==> config.mk <==
export PLATFORM = sky130hd
export DESIGN_NAME = time_ordered_priority_queue_unit
export DESIGN_NICKNAME = d
export VERILOG_FILES = /design/src/hdl/tpq_pkg.sv /design/src/hdl/tpq_cell.sv /design/src/hdl/time_ordered_priority_queue_unit.sv
export SDC_FILE = /design/constraint.sdc
export NUM_CORES = 1
export LEC_CHECK = 0
export BUFFER_PORTS_ARGS = -buffer_cell sky130_fd_sc_hd__buf_4
export CAP_MARGIN = 20
export CORE_MARGIN = 2
export CORE_UTILIZATION = 55
export CTS_BUF_LIST = sky130_fd_sc_hd__clkbuf_4
export CTS_CLUSTER_DIAMETER = 100
export DETAILED_ROUTE_END_ITERATION = 7
export PLACE_DENSITY = 0.74
export SLEW_MARGIN = 10
export SYNTH_ARGS = -nofsm -noshare
export SYNTH_HDL_FRONTEND = slang
export SYNTH_SLANG_ARGS = --single-unit
==> constraint.sdc <==
create_clock -name clock -period 5 [get_ports clock]
set_clock_uncertainty 0.1 [all_clocks]
set_input_delay 1 -clock clock [delete_from_list [all_inputs] [get_ports clock]]
set_output_delay 1 -clock clock [all_outputs]
set_load 0.02 [all_outputs]
==> src/hdl/tpq_pkg.sv <==
// Shared types and codes for the time-ordered priority queue.
package tpq_pkg;

   localparam int TIME_W = 16;
   localparam int TAG_W  = 8;
   localparam int CAP_W  = 5;
   localparam int CNT_W  = 5;
   localparam int STAT_W = 2;

   localparam logic FUNC_ENQ = 1'b0;
   localparam logic FUNC_DEQ = 1'b1;

   localparam logic [STAT_W-1:0] ST_DONE  = 2'd0;
   localparam logic [STAT_W-1:0] ST_FULL  = 2'd1;
   localparam logic [STAT_W-1:0] ST_EMPTY = 2'd2;

   typedef struct packed {
      logic [TIME_W-1:0] entry_time;
      logic [TAG_W-1:0]  entry_tag;
   } entry_type;

   // Command broadcast to every cell of the chain in the cycle of a transaction.
   typedef struct packed {
      logic      enq_en;
      logic      deq_en;
      entry_type entry;
   } cmd_type;

endpackage

==> src/hdl/tpq_cell.sv <==
// One slot of the sorted chain: holds an entry and trades it with its neighbors.
module tpq_cell (
   input  logic               clock,
   input  tpq_pkg::cmd_type   cmd,
   input  logic               occupied,
   input  logic               left_le,
   input  tpq_pkg::entry_type left_entry,
   input  tpq_pkg::entry_type right_entry,
   output tpq_pkg::entry_type entry,
   output logic               le
);
   import tpq_pkg::*;

   entry_type entry_ff;
   entry_type entry_in;

   // A slot holding a time not above the new key keeps its place on an insert.
   assign le    = occupied && (entry_ff.entry_time <= cmd.entry.entry_time);
   assign entry = entry_ff;

   always_comb begin
      entry_in = entry_ff;
      if (cmd.enq_en && !le) begin
         entry_in = left_le ? cmd.entry : left_entry;
      end else if (cmd.deq_en) begin
         entry_in = right_entry;
      end
   end

   always_ff @(posedge clock) begin
      entry_ff <= entry_in;
   end

endmodule

==> src/hdl/time_ordered_priority_queue_unit.sv <==
// Time-ordered priority queue: a chain of DEPTH cells kept sorted by ascending time.
// The result is registered and appears in the cycle after the request is accepted.
// Throughput: one enqueue or dequeue per cycle unless stalled; all cells compare and shift in parallel.
// A request enters only while the output register is empty or its result is taken in the same cycle.
// Reset (synchronous, active high) empties the queue and sets capacity to 16.
module time_ordered_priority_queue_unit #(
   parameter int DEPTH = 16
) (
   input  logic                     clock,
   input  logic                     reset,
   // req_tdata: entry_time [15:0], entry_tag [23:16]
   input  logic [23:0]              req_tdata,
   // req_tuser: func
   input  logic                     req_tuser,
   input  logic                     req_tvalid,
   output logic                     req_tready,
   // rsp_tdata: out_time [15:0], out_tag [23:16], status [25:24], count [30:26], zero [31]
   output logic [31:0]              rsp_tdata,
   output logic                     rsp_tvalid,
   input  logic                     rsp_tready,
   input  logic [tpq_pkg::CAP_W-1:0] csr_data,
   input  logic                     csr_valid,
   output logic                     csr_ready
);
   import tpq_pkg::*;

   localparam int CW = $clog2(DEPTH + 1);
   localparam int XW = (CW > CAP_W) ? CW : CAP_W;

   logic [CAP_W-1:0] capacity_ff;
   logic [CW-1:0]    count_ff, count_in;
   logic             rsp_valid_ff, rsp_valid_in;
   logic [31:0]      rsp_data_ff, rsp_data_in;

   logic       accept;
   logic       full;
   logic       empty;
   logic [XW-1:0] cap_x, eff_cap;
   cmd_type    cmd;
   entry_type  req_entry;
   entry_type  cell_entry [DEPTH];
   logic       cell_le    [DEPTH];
   entry_type  out_entry;
   logic [STAT_W-1:0] status;

   assign csr_ready  = 1'b1;
   assign req_tready = !rsp_valid_ff || rsp_tready;
   assign accept     = req_tvalid && req_tready;

   assign req_entry.entry_time = req_tdata[TIME_W-1:0];
   assign req_entry.entry_tag  = req_tdata[TIME_W+TAG_W-1:TIME_W];

   // Capacity zero acts as one; capacity above the built depth is clamped.
   always_comb begin
      cap_x = XW'(capacity_ff);
      if (cap_x == '0) begin
         cap_x = XW'(1);
      end
      eff_cap = (cap_x > XW'(DEPTH)) ? XW'(DEPTH) : cap_x;
   end

   assign full  = XW'(count_ff) >= eff_cap;
   assign empty = (count_ff == '0);

   always_comb begin
      cmd.enq_en = accept && (req_tuser == FUNC_ENQ) && !full;
      cmd.deq_en = accept && (req_tuser == FUNC_DEQ) && !empty;
      cmd.entry  = req_entry;
   end

   for (genvar i = 0; i < DEPTH; i++) begin : g_cell
      entry_type left_entry;
      entry_type right_entry;
      logic      left_le;
      if (i == 0) begin : g_head
         assign left_entry = req_entry;
         assign left_le    = 1'b1;
      end else begin : g_body
         assign left_entry = cell_entry[i-1];
         assign left_le    = cell_le[i-1];
      end
      if (i == DEPTH - 1) begin : g_tail
         assign right_entry = cell_entry[i];
      end else begin : g_mid
         assign right_entry = cell_entry[i+1];
      end
      tpq_cell u_cell (
         .clock       (clock),
         .cmd         (cmd),
         .occupied    (CW'(i) < count_ff),
         .left_le     (left_le),
         .left_entry  (left_entry),
         .right_entry (right_entry),
         .entry       (cell_entry[i]),
         .le          (cell_le[i])
      );
   end

   always_comb begin
      count_in  = count_ff;
      out_entry = '0;
      status    = ST_DONE;
      if (req_tuser == FUNC_ENQ) begin
         if (full) begin
            status = ST_FULL;
         end else begin
            count_in = count_ff + CW'(1);
         end
      end else begin
         if (empty) begin
            status = ST_EMPTY;
         end else begin
            out_entry = cell_entry[0];
            count_in  = count_ff - CW'(1);
         end
      end
      rsp_data_in = {1'b0, CNT_W'(count_in), status, out_entry.entry_tag, out_entry.entry_time};
      rsp_valid_in = rsp_valid_ff && !rsp_tready;
      if (accept) begin
         rsp_valid_in = 1'b1;
      end
   end

   always_ff @(posedge clock) begin
      if (reset) begin
         capacity_ff  <= CAP_W'(16);
         count_ff     <= '0;
         rsp_valid_ff <= 1'b0;
      end else begin
         if (csr_valid && csr_ready) begin
            capacity_ff <= csr_data;
         end
         if (accept) begin
            count_ff <= count_in;
         end
         rsp_valid_ff <= rsp_valid_in;
      end
   end

   always_ff @(posedge clock) begin
      if (accept) begin
         rsp_data_ff <= rsp_data_in;
      end
   end

   assign rsp_tvalid = rsp_valid_ff;
   assign rsp_tdata  = rsp_data_ff;

endmodule

# Word level (Yosys, flattened, before mapping)
# Index checks and enable logic that the tools add are counted.
# word_totals
regBits	426
inputBits	35
# classes
n_bitwise	1
n_reduce_logical	77
add_sub_neg	2
n_mux	54
order_cmp	34
# op_table
operator	n
24-bit two-way mux	45
16-bit less-or-equal comparator	16
4-bit by 5-bit < comparator with 1-bit output, first input constant	8
1-bit logical AND	38
2-bit nonzero test	15
5-bit two-way mux	5
1-bit zero test	20
3-bit by 5-bit < comparator with 1-bit output, first input constant	4
5-bit zero test	2
1-bit by 5-bit < comparator with 1-bit output, first input constant	2
2-bit by 5-bit < comparator with 1-bit output, first input constant	2
5-bit by 1-bit adder with 5-bit output, second input constant	1
5-bit >= comparator	1
5-bit greater-than comparator, second input constant	1
5-bit by 1-bit subtractor with 5-bit output, second input constant	1
2-bit two-way mux	2
1-bit two-way mux	2
2-bit OR reduction	1
1-bit logical OR	1
1-bit inverter	1

# Logic depth before layout (Yosys ltp)
# Gate-level depths: netlist of the first run.
# depth
word_depth	9
depth_mapped	13
depth_no_buf	11

# Hierarchy
# A second synthesis of the first run with hierarchy kept.
# unflattened
hier_cells	2490
area_unflattened_um2	30568.1
# modules_own_cells
mod	instances	area_each_um2	cells_each	seq_area_each_um2
tpq_cell	16	1774.2	143	720.7
time_ordered_priority_queue_unit	1	2180.8	202	1151.1

# Least setup slack after synthesis of the first run
# No wires, ideal clock.
# synth_timing
path_kind	input to register
startpoint	in req_tdata[14]
endpoint	reg g_cell[8].u_cell.entry_ff (netlist bit g_cell[8].u_cell.entry[0]), enable pin
path_stages	10
t_arrival_ps	4713
setup_slack_ps	-251
setup_ps	438
path_buffers	2
path_cell_list	inv_1 > ha_1 > nand4_1 > or2_2 > nor4_1 > o21ai_0 > o2bb2ai_1 > buf_2 > buf_2 > o21ai_0
# synth_between
elab_chain_cells	5
# synth_lines
item	line	text
from (decl)	time_ordered_priority_queue_unit.sv:12	input logic [23:0] req_tdata,
16-bit less-or-equal comparator	tpq_cell.sv:18	assign le = occupied && (entry_ff.entry_time <= cmd.entry.entry_time);
1-bit logical AND	tpq_cell.sv:18	
1-bit zero test	tpq_cell.sv:23	if (cmd.enq_en && !le) begin
1-bit logical AND	tpq_cell.sv:23	
2-bit nonzero test (no source line)	--	
to (signal assigned)	tpq_cell.sv:31	entry_ff <= entry_in;
to (decl)	tpq_cell.sv:14	entry_type entry_ff;
# No other way between the ends.
# A chain may end at the register's enable or synchronous reset.

# Final worst setup path of the first run
# layout_timing
startpoint	reg capacity_ff[2]
endpoint	reg g_cell[14].u_cell.entry_ff (netlist bit g_cell[14].u_cell.entry[17]), enable pin
# layout_between
elab_chain_cells	9
# layout_lines
item	line	text
from (decl)	time_ordered_priority_queue_unit.sv:30	logic [CAP_W-1:0] capacity_ff;
from (signal assigned)	time_ordered_priority_queue_unit.sv:131	capacity_ff <= csr_data;
5-bit zero test	time_ordered_priority_queue_unit.sv:56	if (cap_x == '0) begin
5-bit two-way mux *	time_ordered_priority_queue_unit.sv:56	
5-bit greater-than comparator	time_ordered_priority_queue_unit.sv:59	eff_cap = (cap_x > XW'(DEPTH)) ? XW'(DEPTH) : cap_x;
5-bit two-way mux *	time_ordered_priority_queue_unit.sv:59	
5-bit >= comparator *	time_ordered_priority_queue_unit.sv:62	assign full = XW'(count_ff) >= eff_cap;
1-bit zero test *	time_ordered_priority_queue_unit.sv:66	cmd.enq_en = accept && (req_tuser == FUNC_ENQ) && !full;
1-bit logical AND *	time_ordered_priority_queue_unit.sv:66	
1-bit logical AND *	tpq_cell.sv:23	
2-bit nonzero test (no source line) *	--	
to (signal assigned)	tpq_cell.sv:31	
to (decl)	tpq_cell.sv:14	
# Every way passes the cells marked *; elsewhere a longest branch is shown, timed or not.

==> results of run 1 <==
==> power breakdown <==
part | switching, uW | internal [uW]
Combinational | 1810 | 1290
Clock | 1550 | 1740
Sequential | 371 | 4640
Total | 3730 | 7670
==> state kept, by name, summed over array words and instances (netlist names) <==
register             flops
capacity_ff              5
count_ff                 5
g_cell.u_cell.entry    384
rsp_tdata               31
rsp_tvalid               1
==> cell families (layout without fill, tap and decap cells) <==
group	Yosys count	count (layout)	share of synthesized area, %
multiplexers	369	369	13.9
buffers and inverters	246	451	3.79
AO/OA/AOI/OAI	786	786	16.9
AND/OR/NAND/NOR	551	551	9.04
other	2	3	0.0264
adder cells (fa/ha/maj)	264	264	11.6
XOR/XNOR	2	2	0.0617
flip-flops	426	426	44.6
==> worst register-to-register path: cells and delay by family (launching register included) <==
kind	cells	cell delay (ns)
AO/OA/AOI/OAI	3	1.32
adder cells (fa/ha/maj)	1	0.23
buffers and inverters	3	0.86
flip-flops	1	0.33
AND/OR/NAND/NOR	6	0.72
==> synthesized netlist by cell type (53+ instances only) <==
cell type / instances / share of area [%]
ha_1: 264 / 12
o21ai_0: 194 / 3.4
mux2i_1: 212 / 7.5
buf_2: 55 / 0.97
a21oi_1: 315 / 5.5
nor2_1: 143 / 1.9
mux2_2: 139 / 5.5
clkbuf_1: 118 / 1.6
nand2_1: 229 / 3.0
a31oi_1: 53 / 1.2
edfxtp_1: 415 / 44
==> stage by stage <==
step           cells  setup WS (ns)  hold slack [ns]  total power (uW)  cell area (um2)
5_1_grt         3532          0.879            0.207             12000            31500
6_report        3532           1.06            0.245             11400            31500
2_1_floorplan   2646         0.0751            0.361              7110            28400
4_1_cts         3531           1.10            0.177             11400            31500
3_5_place_dp    3319          0.239            0.413              8120            30000
3_3_place_gp    3319          0.385            0.394              7980            30000
==> routing by layer <==
layer / part of all wire, % / GRT usage (%) / wire [um] / vias to the layer above
li1: - / - / - / 10400
met1: 42 / 36.3 / 32100 / 10700
met2: 48 / 48.1 / 36900 / 882
met3: 6.3 / 4.23 / 4820 / 208
met4: 4.3 / 13.6 / 3330 / 0
met5: 0 / 0 / 0 / -
==> layout make-up <==
cell class | count | area share [%]
diodes | 1 | 0.00794
clock buffers | 181 | 4.31
clock inverters | 31 | 0.572
inverters | 48 | 0.572
multi-input cells | 1974 | 46.8
flip-flops and latches | 426 | 40.2
well taps | 680 | 2.70
repair buffers | 191 | 4.79
==> path summary, 6_finish.rpt <==
| check | from | slack (ns) | cells after the start | endpoint |
|---|---|---|---|---|
| setup reg to reg | capacity_ff[2] | 1.06 | 13 | g_cell[14].u_cell.entry[17] |
| hold reg to reg | capacity_ff[0] | 0.43 | 2 | capacity_ff[0] |
| setup / recovery | capacity_ff[2] | 1.06 | 13 | g_cell[14].u_cell.entry[17] |
| hold / removal | csr_data[4] | 0.25 | 3 | capacity_ff[4] |
==> flow_metrics.env, run 1 <==
export IMPL_status="finished, final reports clean"
export IMPL_clock_latency_ns=0.91
export IMPL_hp_class="input pin to flop"
export IMPL_cts_root_buf="clkbuf_4"
export IMPL_grt_pass1_vias=22200
export IMPL_first_pass_iters=6
export IMPL_globalRoute_totalOverflow=0
export IMPL_antenna_found_initial=1
export IMPL_num_fill_cells=4098
export IMPL_synth_area_um2=28400
export IMPL_ctsHoldBuffers=0
export IMPL_cts_sinks=426
export IMPL_post_route_period_util_pct=78.9
export IMPL_row_count=83
export IMPL_arrival_ns=4.36
export IMPL_areaGrowthSynthToFinish_pct=10.9
export IMPL_final_common_cell="edfxtp_1"
export IMPL_cp_end_kind="flop"
export IMPL_grt_max_degree=59
export IMPL_cts_tree="yes"
export IMPL_numCtsBuffers=117
export IMPL_core_um2=51200
export IMPL_register_area_um2=12700
export IMPL_cp_num_buf_inv=3
export IMPL_synth_edff_count=415
export IMPL_required_ns=5.42
export IMPL_chipWidth_um=231
export IMPL_cp_slowest_cell="a2111oi_4"
export IMPL_ctsHtreeMaxLevel=3
export IMPL_num_io_pins=70
export IMPL_path_class="flop to flop"
export IMPL_finalSetupViolCount=0
export IMPL_final_cell_mix="edfxtp_1, a21oi_1, ha_1"
export IMPL_drtIter0Drc=2018
export IMPL_worst_pin_slew_ns=1.10
export IMPL_multiInputGateArea_um2=14800
export IMPL_nets=3057
export IMPL_cts_clk_slew_worst_paths_ns=0.06
export IMPL_cp_cell_sequence="nor3_1 > nor2_1 > nor2_1 > ha_1 > nand2b_1 > a211o_1 > a31o_1 > a2111oi_4 > buf_4 > buf_4 > and2_1 > nand2b_1 > buf_4"
export IMPL_grt_pass1_wl_um=121000
export IMPL_die_area_um2=53500
export IMPL_place_gp_congestion=0.920
export IMPL_drive_gt1_share_pct=19.9
export IMPL_post_cts_setup_buffers=0
export IMPL_yosysWarnings=0
export IMPL_ir_drop_mv=0.186
export IMPL_avgSynthCellArea_um2=10.7
export IMPL_die_y_um=231
export IMPL_cts_path_max_buffers=3
export IMPL_start_kind="flop"
export IMPL_leakage_uw=0.0125
export IMPL_gr_usage_all_layers_pct=28.6
export IMPL_post_dp_hpwl_um=57500
export IMPL_cpMostUsedCell="buf_4"
export IMPL_route_detailed_drc=0
export IMPL_fmax_mhz=254
export IMPL_slew_headroom_pct=26.8
export IMPL_async_reset_ff_share_pct=0
export IMPL_critPathTopFamily="compound AO/OA/AOI/OAI gates"
export IMPL_tns_ns=0
export IMPL_pwr_density_cell_nw_per_um2=362
export IMPL_drtAntennaViolNets=0
export IMPL_start_util_pct=55.5
export IMPL_avgViaCountPerCell=6.30
export IMPL_synth_distinct_cells=75
export IMPL_num_vias=22200
export IMPL_synth_cells=2646
export IMPL_cap_violations=0
export IMPL_period_minus_slack_ns=3.94
export IMPL_cts_resized=0
export IMPL_post_route_util_pct=61.6
export IMPL_synth_seq_cells=426
export IMPL_hold_viol=0
export IMPL_worstPathMaxFanout=24
export IMPL_io_buffers=67
export IMPL_syn_nets=2945
export IMPL_yosysSeqAreaShare_pct=44.6
export IMPL_slew_violations=0
export IMPL_rsz0062_at_grt="no"
export IMPL_slowest_delay_ns=0.74
export IMPL_drt_total_wl_um=77100
export IMPL_routedWlPerCell_um=21.8
export IMPL_ys_flop_type="edfxtp_1"
No activity file was read; power rests on OpenSTA's default activity.
==> run 2, diff against run 1 <==
- clock period: 5 -> 3.2 ns (I/O delays scaled with it)
==> run 2 against run 1 <==
The flow now finishes with violations (DRC, setup timing). Global-route usage grew 0.70 points. Clock-buffer cell count grew 9. Worst setup slack lost 1.2 ns. Clock power grew 60%. Non-clock buffer count grew 257. Critical path type unchanged. Critical endpoint is now g_cell[7].u_cell.entry[13]. Highest routed layer unchanged.
==> flow_metrics.env, run 2 (synthesis results as in run 1) <==
export IMPL_status="finished, violations left"
export IMPL_violations="DRC, setup timing"
export IMPL_min_from="req_tdata[18]"
export IMPL_worst_hold_slack_ns=0.142
export IMPL_row_count=83
export IMPL_finalSetupViolCount=220
export IMPL_cts_path_max_buffers=3
export IMPL_grt_pass1_vias=23300
export IMPL_r2r_end="g_cell[7].u_cell.entry[13]"
export IMPL_p_clk_share_pct=27.2
export IMPL_final_cell_area_um2=36200
export IMPL_io_buffers=67
export IMPL_required_ns=3.86
export IMPL_swShare_pct=33.2
export IMPL_cts_sinks=426
export IMPL_clock_latency_ns=0.93
export IMPL_postLayoutSetupSlackWorst_ns=-0.128
export IMPL_avgViaCountPerCell=6.31
export IMPL_ff2ff_path_depth=16
export IMPL_antenna_found_initial=2
export IMPL_start_util_pct=55.5
export IMPL_period_minus_slack_ns=3.33
export IMPL_drtIter0Drc=2070
export IMPL_num_fill_cells=3474
export IMPL_grt_pass1_wl_um=124000
export IMPL_busiest_layer="met2"
export IMPL_leakage_uw=0.0145
export IMPL_start_kind="flop"
export IMPL_worst_pin_slew_ns=0.940
export IMPL_met1_usage_pct=35.7
export IMPL_drt_total_wl_um=88900
export IMPL_drtAntennaViolNets=0
export IMPL_ctsHtreeMaxLevel=3
export IMPL_cts_root_buf="clkbuf_4"
export IMPL_p_switching_uw=6420
export IMPL_cap_violations=0
export IMPL_num_io_pins=70
export IMPL_post_route_period_util_pct=104
export IMPL_ir_drop_mv=0.292
export IMPL_fmax_mhz=301
export IMPL_whs_endpoint="g_cell[3].u_cell.entry[2]"
export IMPL_largest_register_ff_count=384
export IMPL_route_detailed_drc=1
export IMPL_final_common_cell="edfxtp_1"
export IMPL_die_area_um2=53500
export IMPL_pwr_density_cell_nw_per_um2=534
export IMPL_routedWlPerCell_um=23.3
export IMPL_die_y_um=231
export IMPL_path_class="flop to flop"
export IMPL_hp_class="input pin to flop"
export IMPL_grt_max_degree=64
export IMPL_post_dp_hpwl_um=59600
export IMPL_numCtsBuffers=121
export IMPL_p_int_uw=12900
export IMPL_rsz0062_at_grt="yes"
export IMPL_cts_clk_slew_worst_paths_ns=0.07
export IMPL_core_um2=51200
export IMPL_dpl_instance_area_um2=32000
export IMPL_gr_usage_met3_pct=4.63
export IMPL_cts_tree="yes"
export IMPL_p_comb_share_pct=32.1
export IMPL_drive_gt1_share_pct=30.2
export IMPL_nets=3335
export IMPL_chipWidth_um=231
export IMPL_use_met2_pct=50.4
export IMPL_globalRoute_totalOverflow=0
export IMPL_holdPathStages=3
export IMPL_gr_usage_all_layers_pct=29.3
export IMPL_final_cell_mix="edfxtp_1, buf_4, a21oi_1"
export IMPL_arrival_ns=3.99
export IMPL_slew_headroom_pct=37.3
export IMPL_place_gp_congestion=0.949
export IMPL_r2r_start="capacity_ff[1]"
export IMPL_cp_end_kind="flop"
export IMPL_ff2ff_setup_slack_ns=-0.13
export IMPL_slew_violations=0
export IMPL_worstPathMaxFanout=21
export IMPL_hold_viol=0
export IMPL_num_vias=24100
export IMPL_seq_power_share_pct=40.7
export IMPL_areaGrowthSynthToFinish_pct=27.5
export IMPL_first_pass_iters=8
export IMPL_pre_cts_slack_ns=-0.782
-- run 2: cell types whose count changed in the layout (fill, tap and decap cells not counted), moves of 25 or more --
cell and delta:
buf_4 +122, buf_12 +63, mux2_2 -46, mux2_4 +46, a21oi_1 -26, buf_6 +26, a2111oi_0 -25
-- run 2: power by group through the flow --
stage,combinational (uW),clock (uW),sequential [uW]
after floorplan,3430,0,7740
after global placement,5010,0,7880
after detailed placement,5230,0,7920
after CTS,5340,5330,7810
after global routing,6690,5590,7940
final,6210,5250,7870
-- run 2: timing repair --
item / CTS / global route
pin swaps: 2 / 17
hold buffers: 19 / 0
cloned: 1 / 38
hold endpoints to repair: 12 / 0
buffers inserted: 9 / 42
setup endpoints to repair: 305 / 738
gates resized for setup: 15 / 269
-- run 2: metal layers --
layer  up-vias  wire [um]
li1      11000          -
met1     11500      33400
met2      1142      43500
met3       361       5940
met4         0       6040
met5         -          0
-- run 2: final cells by class --
class,count,area (um2),share of cell area (%)
multi-input cells,1991,16100,44.5
flip-flops and latches,426,12700,35.0
repair buffers,448,4770,13.2
clock buffers,190,1430,3.94
well taps,680,851,2.35
inverters,48,221,0.611
clock inverters,29,151,0.418
diodes,4,10.0,0.0276
-- run 2: stage by stage --
stage / power (uW) / TNS, ns / std cells / util (%)
final: 19300 / -10.27 / 3816 / 70.8
after global routing: 20200 / -74.43 / 3816 / 70.8
after CTS: 18500 / -0.795 / 3732 / 66.3
after detailed placement: 13100 / -328.07 / 3484 / 62.6
after global placement: 12900 / -286.14 / 3484 / 62.6
after floorplan: 11200 / -56.62 / 2646 / -
-- run 2: worst max-delay path: stages, from the launching register on --
cell       delay, ns
dfxtp_2         0.33
nor3_2          0.16
nor2_1          0.05
nor2_1          0.10
ha_1            0.24
nand2b_4        0.14
a211o_1         0.30
a31oi_4         0.19
o211ai_1        0.20
buf_6           0.19
buf_12          0.14
buf_6           0.12
nor3_4          0.25
buf_4           0.20
clkbuf_16       0.19
nor2_1          0.07
a21oi_1         0.17
-- run 2: how the worst max path moves through the flow --
| stage | from | endpoint | cells past startpoint |
|---|---|---|---|
| 2_1_floorplan | req_tdata[13] | g_cell[0].u_cell.entry[14] | 11 |
| 3_3_place_gp | req_tdata[11] | g_cell[11].u_cell.entry[14] | 12 |
| 3_5_place_dp | req_tdata[11] | g_cell[10].u_cell.entry[4] | 12 |
| 4_1_cts | capacity_ff[1] | g_cell[2].u_cell.entry[14] | 14 |
| 5_1_grt | capacity_ff[1] | g_cell[7].u_cell.entry[13] | 16 |
| 6_report | capacity_ff[1] | g_cell[7].u_cell.entry[13] | 16 |
